<file path="config.mk">
export PLATFORM = sky130hd
export DESIGN_NAME = gli_ctrl
export DESIGN_NICKNAME = d
export VERILOG_FILES = /design/src/rtl/core/gli_pkg.sv /design/src/rtl/core/gli_ctrl.sv
export SDC_FILE = /design/constraint.sdc
export NUM_CORES = 1
export LEC_CHECK = 0
export BUFFER_PORTS_ARGS = -buffer_cell sky130_fd_sc_hd__buf_2
export CORE_MARGIN = 5
export CORE_UTILIZATION = 55
export DETAILED_ROUTE_END_ITERATION = 8
export GPL_ROUTABILITY_DRIVEN = 0
export GPL_TIMING_DRIVEN = 0
export HOLD_SLACK_MARGIN = 0.05
export PLACE_DENSITY = 0.74
export SLEW_MARGIN = 20
export SYNTH_ARGS = -nofsm -noshare
export SYNTH_HDL_FRONTEND = slang
export SYNTH_SLANG_ARGS = --single-unit
</file>
<file path="constraint.sdc">
create_clock -name clk -period 2 [get_ports clk]
set_input_delay 0.1 -clock clk [delete_from_list [all_inputs] [get_ports clk]]
set_output_delay 0.1 -clock clk [all_outputs]
set_load 0.03 [all_outputs]
</file>
<file path="src/rtl/core/gli_pkg.sv">
// shared types, command codes and arctangent table for the galvo line interpolator
package gli_pkg;

	localparam logic [2:0] CFG_FOCAL  = 3'd0;
	localparam logic [2:0] CFG_MIRROR = 3'd1;
	localparam logic [2:0] CFG_STEP   = 3'd2;
	localparam logic [2:0] CFG_SCALE  = 3'd3;
	localparam logic [2:0] CFG_CENTER = 3'd4;

	typedef struct packed {
		logic signed [23:0] goal_x;
		logic signed [23:0] goal_y;
	} in_item_t;

	typedef struct packed {
		logic [15:0] dac_x;
		logic [15:0] dac_y;
		logic        last_point;
	} out_item_t;

	typedef enum logic [4:0] {
		OP_NOP,
		OP_DSQ,
		OP_DADD,
		OP_SQRT,
		OP_DIVN,
		OP_SATN,
		OP_GOAL,
		OP_DIVX,
		OP_PX,
		OP_DIVY,
		OP_PY,
		OP_FSQ,
		OP_YADD,
		OP_SM,
		OP_DEN,
		OP_XNUM,
		OP_ATANX,
		OP_MULX,
		OP_CODEX,
		OP_ATANY,
		OP_MULY,
		OP_CODEY,
		OP_EMIT,
		OP_NEXT
	} op_t;

	typedef struct packed {
		op_t op;
	} cmd_t;

	typedef struct packed {
		logic done;
		logic n_zero;
		logic last;
		logic out_free;
	} sts_t;

	// atan(2^-i) in Q2.30, truncated
	function automatic logic [29:0] atan_entry(input logic [4:0] idx);
		logic [29:0] v;
		case (idx)
			5'd0:  v = 30'h3243F6A8;
			5'd1:  v = 30'h1DAC6705;
			5'd2:  v = 30'h0FADBAFC;
			5'd3:  v = 30'h07F56EA6;
			5'd4:  v = 30'h03FEAB76;
			5'd5:  v = 30'h01FFD55B;
			5'd6:  v = 30'h00FFFAAA;
			5'd7:  v = 30'h007FFF55;
			5'd8:  v = 30'h003FFFEA;
			5'd9:  v = 30'h001FFFFD;
			5'd10: v = 30'h000FFFFF;
			5'd11: v = 30'h0007FFFF;
			5'd12: v = 30'h0003FFFF;
			5'd13: v = 30'h0001FFFF;
			5'd14: v = 30'h0000FFFF;
			5'd15: v = 30'h00007FFF;
			5'd16: v = 30'h00003FFF;
			5'd17: v = 30'h00001FFF;
			5'd18: v = 30'h00000FFF;
			5'd19: v = 30'h000007FF;
			5'd20: v = 30'h000003FF;
			5'd21: v = 30'h000001FF;
			5'd22: v = 30'h000000FF;
			5'd23: v = 30'h0000007F;
			5'd24: v = 30'h0000003F;
			5'd25: v = 30'h0000001F;
			5'd26: v = 30'h0000000F;
			5'd27: v = 30'h00000008;
			5'd28: v = 30'h00000004;
			5'd29: v = 30'h00000002;
			5'd30: v = 30'h00000001;
			default: v = 30'h00000000;
		endcase
		return v;
	endfunction

endpackage

</file>
<file path="src/rtl/core/gli_ctrl.sv">
// sequencer issuing datapath commands for each move and point
module gli_ctrl (
	input  logic          clk,
	input  logic          arst_n,
	input  logic          in_fire,
	input  gli_pkg::sts_t sts,
	output gli_pkg::cmd_t cmd,
	output logic          in_ready
);
	import gli_pkg::*;

	typedef enum logic [4:0] {
		S_IDLE, S_DSQ, S_DADD, S_SQRT, S_DIVN, S_SATN, S_BRANCH, S_GOAL,
		S_DIVX, S_PX, S_DIVY, S_PY, S_FSQ, S_YADD, S_SQ2, S_SM, S_DEN, S_XNUM,
		S_ATANX, S_MULX, S_CODEX, S_ATANY, S_MULY, S_CODEY, S_EMITW, S_EMIT,
		S_NEXT, S_WAIT
	} state_t;

	state_t state_q, ret_q;
	op_t    op_q, ret_op_q;
	logic   ready_q;

	always_ff @(posedge clk or negedge arst_n) begin
		if (!arst_n) begin
			state_q  <= S_IDLE;
			ret_q    <= S_IDLE;
			ret_op_q <= OP_NOP;
			op_q     <= OP_NOP;
			ready_q  <= 1'b1;
		end else begin
			op_q <= OP_NOP;
			case (state_q)
				S_IDLE: begin
					if (in_fire) begin
						state_q <= S_DSQ;
						op_q    <= OP_DSQ;
						ready_q <= 1'b0;
					end
				end
				S_DSQ:  begin state_q <= S_DADD; op_q <= OP_DADD; end
				S_DADD: begin state_q <= S_SQRT; op_q <= OP_SQRT; end
				S_SQRT: begin state_q <= S_WAIT; ret_q <= S_DIVN; ret_op_q <= OP_DIVN; end
				S_DIVN: begin state_q <= S_WAIT; ret_q <= S_SATN; ret_op_q <= OP_SATN; end
				S_SATN: state_q <= S_BRANCH;
				S_BRANCH: begin
					if (sts.n_zero) begin
						state_q <= S_GOAL;
						op_q    <= OP_GOAL;
					end else begin
						state_q <= S_DIVX;
						op_q    <= OP_DIVX;
					end
				end
				S_GOAL: begin state_q <= S_FSQ; op_q <= OP_FSQ; end
				S_DIVX: begin state_q <= S_WAIT; ret_q <= S_PX; ret_op_q <= OP_PX; end
				S_PX:   begin state_q <= S_DIVY; op_q <= OP_DIVY; end
				S_DIVY: begin state_q <= S_WAIT; ret_q <= S_PY; ret_op_q <= OP_PY; end
				S_PY:   begin state_q <= S_FSQ; op_q <= OP_FSQ; end
				S_FSQ:  begin state_q <= S_YADD; op_q <= OP_YADD; end
				S_YADD: begin state_q <= S_SQ2; op_q <= OP_SQRT; end
				S_SQ2:  begin state_q <= S_WAIT; ret_q <= S_SM; ret_op_q <= OP_SM; end
				S_SM:   begin state_q <= S_DEN; op_q <= OP_DEN; end
				S_DEN:  begin state_q <= S_XNUM; op_q <= OP_XNUM; end
				S_XNUM: begin state_q <= S_ATANX; op_q <= OP_ATANX; end
				S_ATANX: begin state_q <= S_WAIT; ret_q <= S_MULX; ret_op_q <= OP_MULX; end
				S_MULX:  begin state_q <= S_CODEX; op_q <= OP_CODEX; end
				S_CODEX: begin state_q <= S_ATANY; op_q <= OP_ATANY; end
				S_ATANY: begin state_q <= S_WAIT; ret_q <= S_MULY; ret_op_q <= OP_MULY; end
				S_MULY:  begin state_q <= S_CODEY; op_q <= OP_CODEY; end
				S_CODEY: state_q <= S_EMITW;
				S_EMITW: begin
					if (sts.out_free) begin
						state_q <= S_EMIT;
						op_q    <= OP_EMIT;
					end
				end
				S_EMIT: begin state_q <= S_NEXT; op_q <= OP_NEXT; end
				S_NEXT: begin
					if (sts.last) begin
						state_q <= S_IDLE;
						ready_q <= 1'b1;
					end else begin
						state_q <= S_DIVX;
						op_q    <= OP_DIVX;
					end
				end
				S_WAIT: begin
					if (sts.done) begin
						state_q <= ret_q;
						op_q    <= ret_op_q;
					end
				end
				default: begin
					state_q <= S_IDLE;
					ready_q <= 1'b1;
				end
			endcase
		end
	end

	assign cmd.op   = op_q;
	assign in_ready = ready_q;

endmodule

</file>
==> metrics.txt, run 1 <==
outcome=finished clean; area occupied by multi-input gates=1010 um2; number of iterations in the first detailed-routing pass=5; number of vias in the routed layout=1858; multiplexer area fraction after synthesis=0.606%; average footprint of a synthesized cell=7.83 um2; relative slew slack=60.3%; maximum fanout along the worst path=10; Die Outline Area=4200 um2; number of buffers on the longest clock path=2; setup TNS=0 ns; ant diodes=0; final hold violation count=0; netlist area before placement=1650 um2; leftover overflow at the end of global routing=0; global-route total usage across every layer=26.0%; total CTS buffers=3; adder and majority cell fraction of the synthesized area=0%; max-capacitance violation count=0; post-synthesis simple-gate area fraction=18.1%; fraction of synthesized cell area in xor and xnor cells=0.530%; flop and latch count out of synthesis=18; # nets final=236; count of endpoints failing setup in the final report=0; family with the most delay on the worst path=compound AO/OA/AOI/OAI gates; chip height=64.8 um; clock tree from TritonCTS=done; fraction of final layout cells sized beyond drive strength 1=20.6%; clock input transition at the sequential cells of the worst setup and hold paths=0.11 ns; maximum operating frequency=522 MHz; first-iteration detailed-routing DRC count=226; number of global-route vias before repair=1728; Final Max Tran Viols=0; starting density of the core=58.4%; power per unit of standard cell area=2020 nW/um2; Layout area overhead=8.79%; largest net degree at the start of global routing=19; CTS Hold Bufs=1; num ports=13; min setup slack post-route=0.0834 ns; global-route wire length before repair=8490 um; CP cell instances=buf_6, inv_4, nand2_1, and3b_1, o32ai_1, a22oi_1; overall power after layout=3.63 mW; residual antenna-violating net count after detailed routing=0; Post-Syn Instances=211; Fillers=261; number of warnings printed during yosys synthesis=0; routed length per placed instance=20.0 um; vias per std cell=7.17; Post-Route Skew=0.00543 ns; number of antenna violations at the first check in global routing=0; number of flops mapped to enable cells by yosys=0; # DRC=0; peak ir drop on the vdd network=1.17 mV; cell at the root of the clock tree=sky130_fd_sc_hd__clkbuf_4; most frequently used flop master after synthesis=sky130_fd_sc_hd__dfrtp_1; CP Launch Type=flip-flop; final HPWL from detailed placement=3640 um; clk sinks=18; dpl ws=0.210 ns; Critical Path AT=2.08 ns; total nets after synthesis=218; unrepaired setup endpoints after global routing=false; synthesized-area fraction occupied by ao, oa, aoi and oai cells=41.7%; number of post-CTS setup repair buffers=0; routed wire length=5170 um; hold crit path type=primary input to flip-flop; chip width=64.8 um; Worst Hold Margin=0.150 ns; count of instances resized after the clock tree is built=0; sequential share of the synthesized area=27.3%; FFs w/ async S/R, synth=100%; clock latency reported for the late side of the worst-skew pair=0.31 ns; required time of the worst setup path=2.16 ns; static leakage=0.765 nW; # rows=19; final critical delay including setup and external delays=1.92 ns; Least-Margin Pin Slew=0.594 ns; storage element area=452 um2; type of destination of the critical path=flip-flop; post-route clock period utilization=95.8%; critical-path cell with the highest stage delay=sky130_fd_sc_hd__o32ai_1; number of unique standard cell types used by synthesis=61; H-tree Lvls=1; worst path bufs/invs=2; core area=2830 um2; Port Buffer Count=12; worst stage delay on the critical path=0.51 ns; combinational family with the most area after synthesis=compound AO/OA/AOI/OAI gates; Critical Setup Path Class=flip-flop to flip-flop
flip-flops by register name, summed over array words and instances, names as in the netlist:
| name | flops |
|---|---|
| cmd | 5 |
| ret_q | 5 |
| state_q | 5 |
| ret_op_q | 2 |
| in_ready | 1 |
layout by cell type (no fill, tap or decap), types with 5 or more instances in the layout:
| master | n |
|---|---|
| sky130_fd_sc_hd__a21oi_1 | 21 |
| sky130_fd_sc_hd__buf_6 | 7 |
| sky130_fd_sc_hd__nand3_1 | 5 |
| sky130_fd_sc_hd__a211oi_1 | 5 |
| sky130_fd_sc_hd__o21ai_0 | 21 |
| sky130_fd_sc_hd__buf_2 | 21 |
| sky130_fd_sc_hd__o22ai_1 | 9 |
| sky130_fd_sc_hd__nor2_1 | 13 |
| sky130_fd_sc_hd__nand2_1 | 25 |
| sky130_fd_sc_hd__a22oi_1 | 5 |
| sky130_fd_sc_hd__dfrtp_1 | 17 |
| sky130_fd_sc_hd__inv_1 | 6 |
tightest hold or removal path, delay by kind of cell:
family          cells  cell delay (ns)
compound gates      1             0.08
buf+inv             1             0.13
simple gates        1             0.12
cells by family after synthesis:
family	count (synthesis)
xor gates and xnor gates	1
DFF	18
and+or+nand+nor	63
muxes	1
buffers and inverters	30
AOI/OAI and AO/OA	98
final timing paths:
| check | slack [ns] | cells past startpoint | start | to |
|---|---|---|---|---|
| min reg2reg | 0.49 | 2 | in_ready | in_ready |
| max | 0.08 | 6 | state_q[4] | state_q[0] |
| max in group asynchronous | 1.43 | 2 | arst_n | in_ready |
| max reg2reg | 0.08 | 6 | state_q[4] | state_q[0] |
| min | 0.15 | 3 | sts[3] | state_q[0] |
| min in group asynchronous | 0.24 | 2 | arst_n | state_q[1] |
metrics by stage:
step | cell area [um2] | utilization, % | std cells
floorplan | 1650 | - | 211
global placement | 1750 | 61.9 | 254
global route | 1800 | 63.5 | 259
CTS | 1800 | 63.5 | 259
finish | 1800 | 63.5 | 259
detailed placement | 1750 | 61.9 | 254
cell usage after synthesis (3+ instances only):
cell | instances | share of area, %
sky130_fd_sc_hd__o211ai_1 | 3 | 1.4
sky130_fd_sc_hd__nor2_1 | 13 | 3.0
sky130_fd_sc_hd__nand3_1 | 5 | 1.5
sky130_fd_sc_hd__a211oi_1 | 5 | 2.3
sky130_fd_sc_hd__a22oi_1 | 5 | 2.3
sky130_fd_sc_hd__nand2_1 | 25 | 5.7
sky130_fd_sc_hd__clkbuf_1 | 3 | 0.68
sky130_fd_sc_hd__o22ai_1 | 9 | 3.4
sky130_fd_sc_hd__nor2b_1 | 3 | 1.1
sky130_fd_sc_hd__buf_2 | 9 | 2.7
sky130_fd_sc_hd__nor3_1 | 3 | 0.91
sky130_fd_sc_hd__o21a_1 | 3 | 1.4
sky130_fd_sc_hd__inv_1 | 6 | 1.4
sky130_fd_sc_hd__a21oi_1 | 21 | 6.4
sky130_fd_sc_hd__o21ai_0 | 21 | 6.4
sky130_fd_sc_hd__buf_6 | 7 | 4.8
sky130_fd_sc_hd__dfrtp_1 | 17 | 26
layout make-up:
cell class	count	share of cell area, %
multi-input cells	163	56.1
flip-flops and latches	18	25.1
plain buffers	21	8.70
repair buffers	13	3.90
well taps	31	2.16
clock buffers	4	2.02
inverters	9	2.02
where the power goes:
group | internal, mW | switching, mW | total (mW)
clock network | 0.111 | 0.129 | 0.240
logic | 1.01 | 1.72 | 2.72
registers | 0.539 | 0.124 | 0.663
total | 1.66 | 1.97 | 3.63
per-layer routing:
metal / routed length [um] / part of all wire, % / track usage (%) / vias up
met5: 0 / 0 / 0 / -
met4: 218 / 4.2 / 14.0 / 0
met3: 642 / 12 / 5.53 / 29
met2: 2250 / 44 / 38.7 / 147
met1: 2060 / 40 / 35.1 / 852
li1: - / - / - / 830
Power figures use the tool's default switching activity.
==> run 2: changes to the inputs <==
--- a/config.mk
+++ b/config.mk
@@ -6,6 +6,8 @@
 export NUM_CORES = 1
 export LEC_CHECK = 0
 export BUFFER_PORTS_ARGS = -buffer_cell sky130_fd_sc_hd__buf_2
+export CAP_MARGIN = 20
+export CORE_ASPECT_RATIO = 0.6
 export CORE_MARGIN = 5
 export CORE_UTILIZATION = 55
 export DETAILED_ROUTE_END_ITERATION = 8
@@ -13,6 +15,7 @@
 export GPL_TIMING_DRIVEN = 0
 export HOLD_SLACK_MARGIN = 0.05
 export PLACE_DENSITY = 0.74
+export SETUP_SLACK_MARGIN = 0.4
 export SLEW_MARGIN = 20
 export SYNTH_ARGS = -nofsm -noshare
 export SYNTH_HDL_FRONTEND = slang
==> metrics.txt, run 2 (synthesized netlist as in run 1, its figures left out) <==
outcome=finished, violations left; violations in the final reports=DRC; ant diodes=0 (unchanged); Final Max Tran Viols=0 (unchanged); Least-Margin Pin Slew=0.482 ns (-0.112 ns); storage element area=453 um2 (+0.28%); residual antenna-violating net count after detailed routing=0 (unchanged); required time of the worst setup path=2.14 ns (-0.02 ns); most frequent standard cell in the layout excluding fill and tap cells=sky130_fd_sc_hd__a21oi_1; setup TNS=0 ns (unchanged); reg2reg start=state_q[2]; H-tree Lvls=1 (unchanged); num ports=13 (unchanged); number of global-route vias before repair=1756 (+1.6%); final HPWL from detailed placement=4040 um (+11%); peak ir drop on the vdd network=1.27 mV (+8.0%); first-iteration detailed-routing DRC count=550 (+140%); Layout area overhead=22.4%; Cell Count Post-Placement=265 (+4.3%); leftover overflow at the end of global routing=0 (unchanged); final critical delay including setup and external delays=1.70 ns (-0.219 ns); Post-Route Skew=0.00319 ns (-0.00224 ns); number of iterations in the first detailed-routing pass=9 (+4); relative slew slack=67.9% (+7.6 points); unrepaired setup endpoints after global routing=true; setup slack of the worst register-to-register path=0.30 ns (+0.22 ns); Fillers=224 (-14%); number of antenna violations at the first check in global routing=0 (unchanged); Die Outline Area=4230 um2 (+0.85%); routed length per placed instance=22.8 um (+14%); global-route wire length before repair=9450 um (+11%); hold crit path type=primary input to flip-flop; number of buffers on the longest clock path=2 (unchanged); chip height=52.4 um (-19%); starting density of the core=57.5% (-0.86 points); clock latency reported for the late side of the worst-skew pair=0.27 ns (-0.04 ns); total CTS buffers=3 (unchanged); chip width=80.7 um (+25%); type of destination of the critical path=flip-flop; Critical Path AT=1.83 ns (-0.25 ns); # DRC=28 (+28); launch instance of the worst min-delay path=in_fire; largest net degree at the start of global routing=19 (unchanged); Critical Setup Path Class=flip-flop to flip-flop; clock tree from TritonCTS=done; routed wire length=6360 um (+23%); static leakage=0.850 nW (+11%); number of vias in the routed layout=2092 (+13%); max-capacitance violation count=0 (unchanged); CP Launch Type=flip-flop; source of the critical timing path=state_q[2]; final hold violation count=0 (unchanged); Port Buffer Count=12 (unchanged); core area=2870 um2 (+1.5%); vias per std cell=7.50 (+4.5%); fraction of final layout cells sized beyond drive strength 1=32.5% (+12 points); power per unit of standard cell area=2110 nW/um2 (+4.6%); maximum fanout along the worst path=9 (-1); count of endpoints failing setup in the final report=0 (unchanged); global-route total usage across every layer=30.3% (+4.3 points); # nets final=245 (+3.8%); commonest non-fill, non-tap cells in the layout=21 x sky130_fd_sc_hd__a21oi_1, 20 x sky130_fd_sc_hd__o21ai_0, 19 x sky130_fd_sc_hd__nand2_1, 17 x sky130_fd_sc_hd__buf_2, 16 x sky130_fd_sc_hd__dfrtp_1; # rows=15 (-4); clock input transition at the sequential cells of the worst setup and hold paths=0.07 ns (-0.04 ns); area occupied by multi-input gates=1100 um2 (+9.1%); maximum operating frequency=589 MHz (+13%); Post-Layout Cell Count=279 (+7.7%); clk sinks=18 (unchanged); cell at the root of the clock tree=sky130_fd_sc_hd__clkbuf_8; post-route clock period utilization=84.9% (-11 points)
==> run 2: cell types whose count changed in the layout (fill, tap and decap cells not counted), sizes merged <==
| cell | change |
|---|---|
| buf | +9 |
==> run 2: final timing paths <==
path / to / cells past startpoint
min: in_ready / 4
max: state_q[2] / 6
min in group asynchronous: state_q[4] / 2
max in group asynchronous: in_ready / 2
min reg2reg: in_ready / 2
max reg2reg: state_q[2] / 6
==> run 2: metrics by stage <==
step	utilization [%]	area (um2)	worst slack, ns	total power [mW]	hold WS (ns)
5_1_grt	70.4	2020	0.277	4.43	0.226
4_1_cts	65.9	1890	0.392	3.80	0.190
6_report	70.4	2020	0.303	4.27	0.183
3_5_place_dp	61.4	1760	0.243	3.33	0.0664
3_3_place_gp	61.4	1760	0.347	3.27	0.0589
2_1_floorplan	-	1650	0.563	2.67	-0.196
==> run 2: timing repair <==
item                                    in CTS  in global routing
endpoints found under the hold margin       17                  0
resized for setup                           13                 27
hold buffers                                 1                  0
gates cloned                                 0                  0
pin swaps                                    1                 12
endpoints found under the setup margin       5                 12
setup buffers                                3                  6
==> run 2: critical path, stage by stage, from the launching register on <==
cell and delay, ns:
sky130_fd_sc_hd__dfrtp_1 0.37, sky130_fd_sc_hd__buf_6 0.16, sky130_fd_sc_hd__and2b_2 0.25, sky130_fd_sc_hd__nand2_2 0.09, sky130_fd_sc_hd__o22ai_2 0.07, sky130_fd_sc_hd__a222oi_1 0.51
sky130_fd_sc_hd__nor2_1 0.11
==> run 2: layout make-up <==
type / instances / share of cell area [%]
Buffer: 21 / 8.97
Clock buffer: 4 / 2.72
Inverter: 9 / 1.98
Multi-Input combinational cell: 163 / 54.3
Sequential cell: 18 / 22.4
Tap cell: 42 / 2.60
Timing Repair Buffer: 22 / 6.99
==> run 2: metal layers <==
metal	GRT usage [%]	vias to the layer above	share of wire, %
met4	10.7	0	7.0
met1	41.2	925	37
met5	0	-	0
li1	-	844	-
met3	11.5	80	17
met2	43.7	243	39
==> run 2: power by group <==
group / switching, mW / internal, mW / leakage, nW
combinational: 2.05 / 1.24 / 0.605
clock: 0.137 / 0.176 / 0.0288
sequential: 0.129 / 0.542 / 0.216
total: 2.31 / 1.96 / 0.850
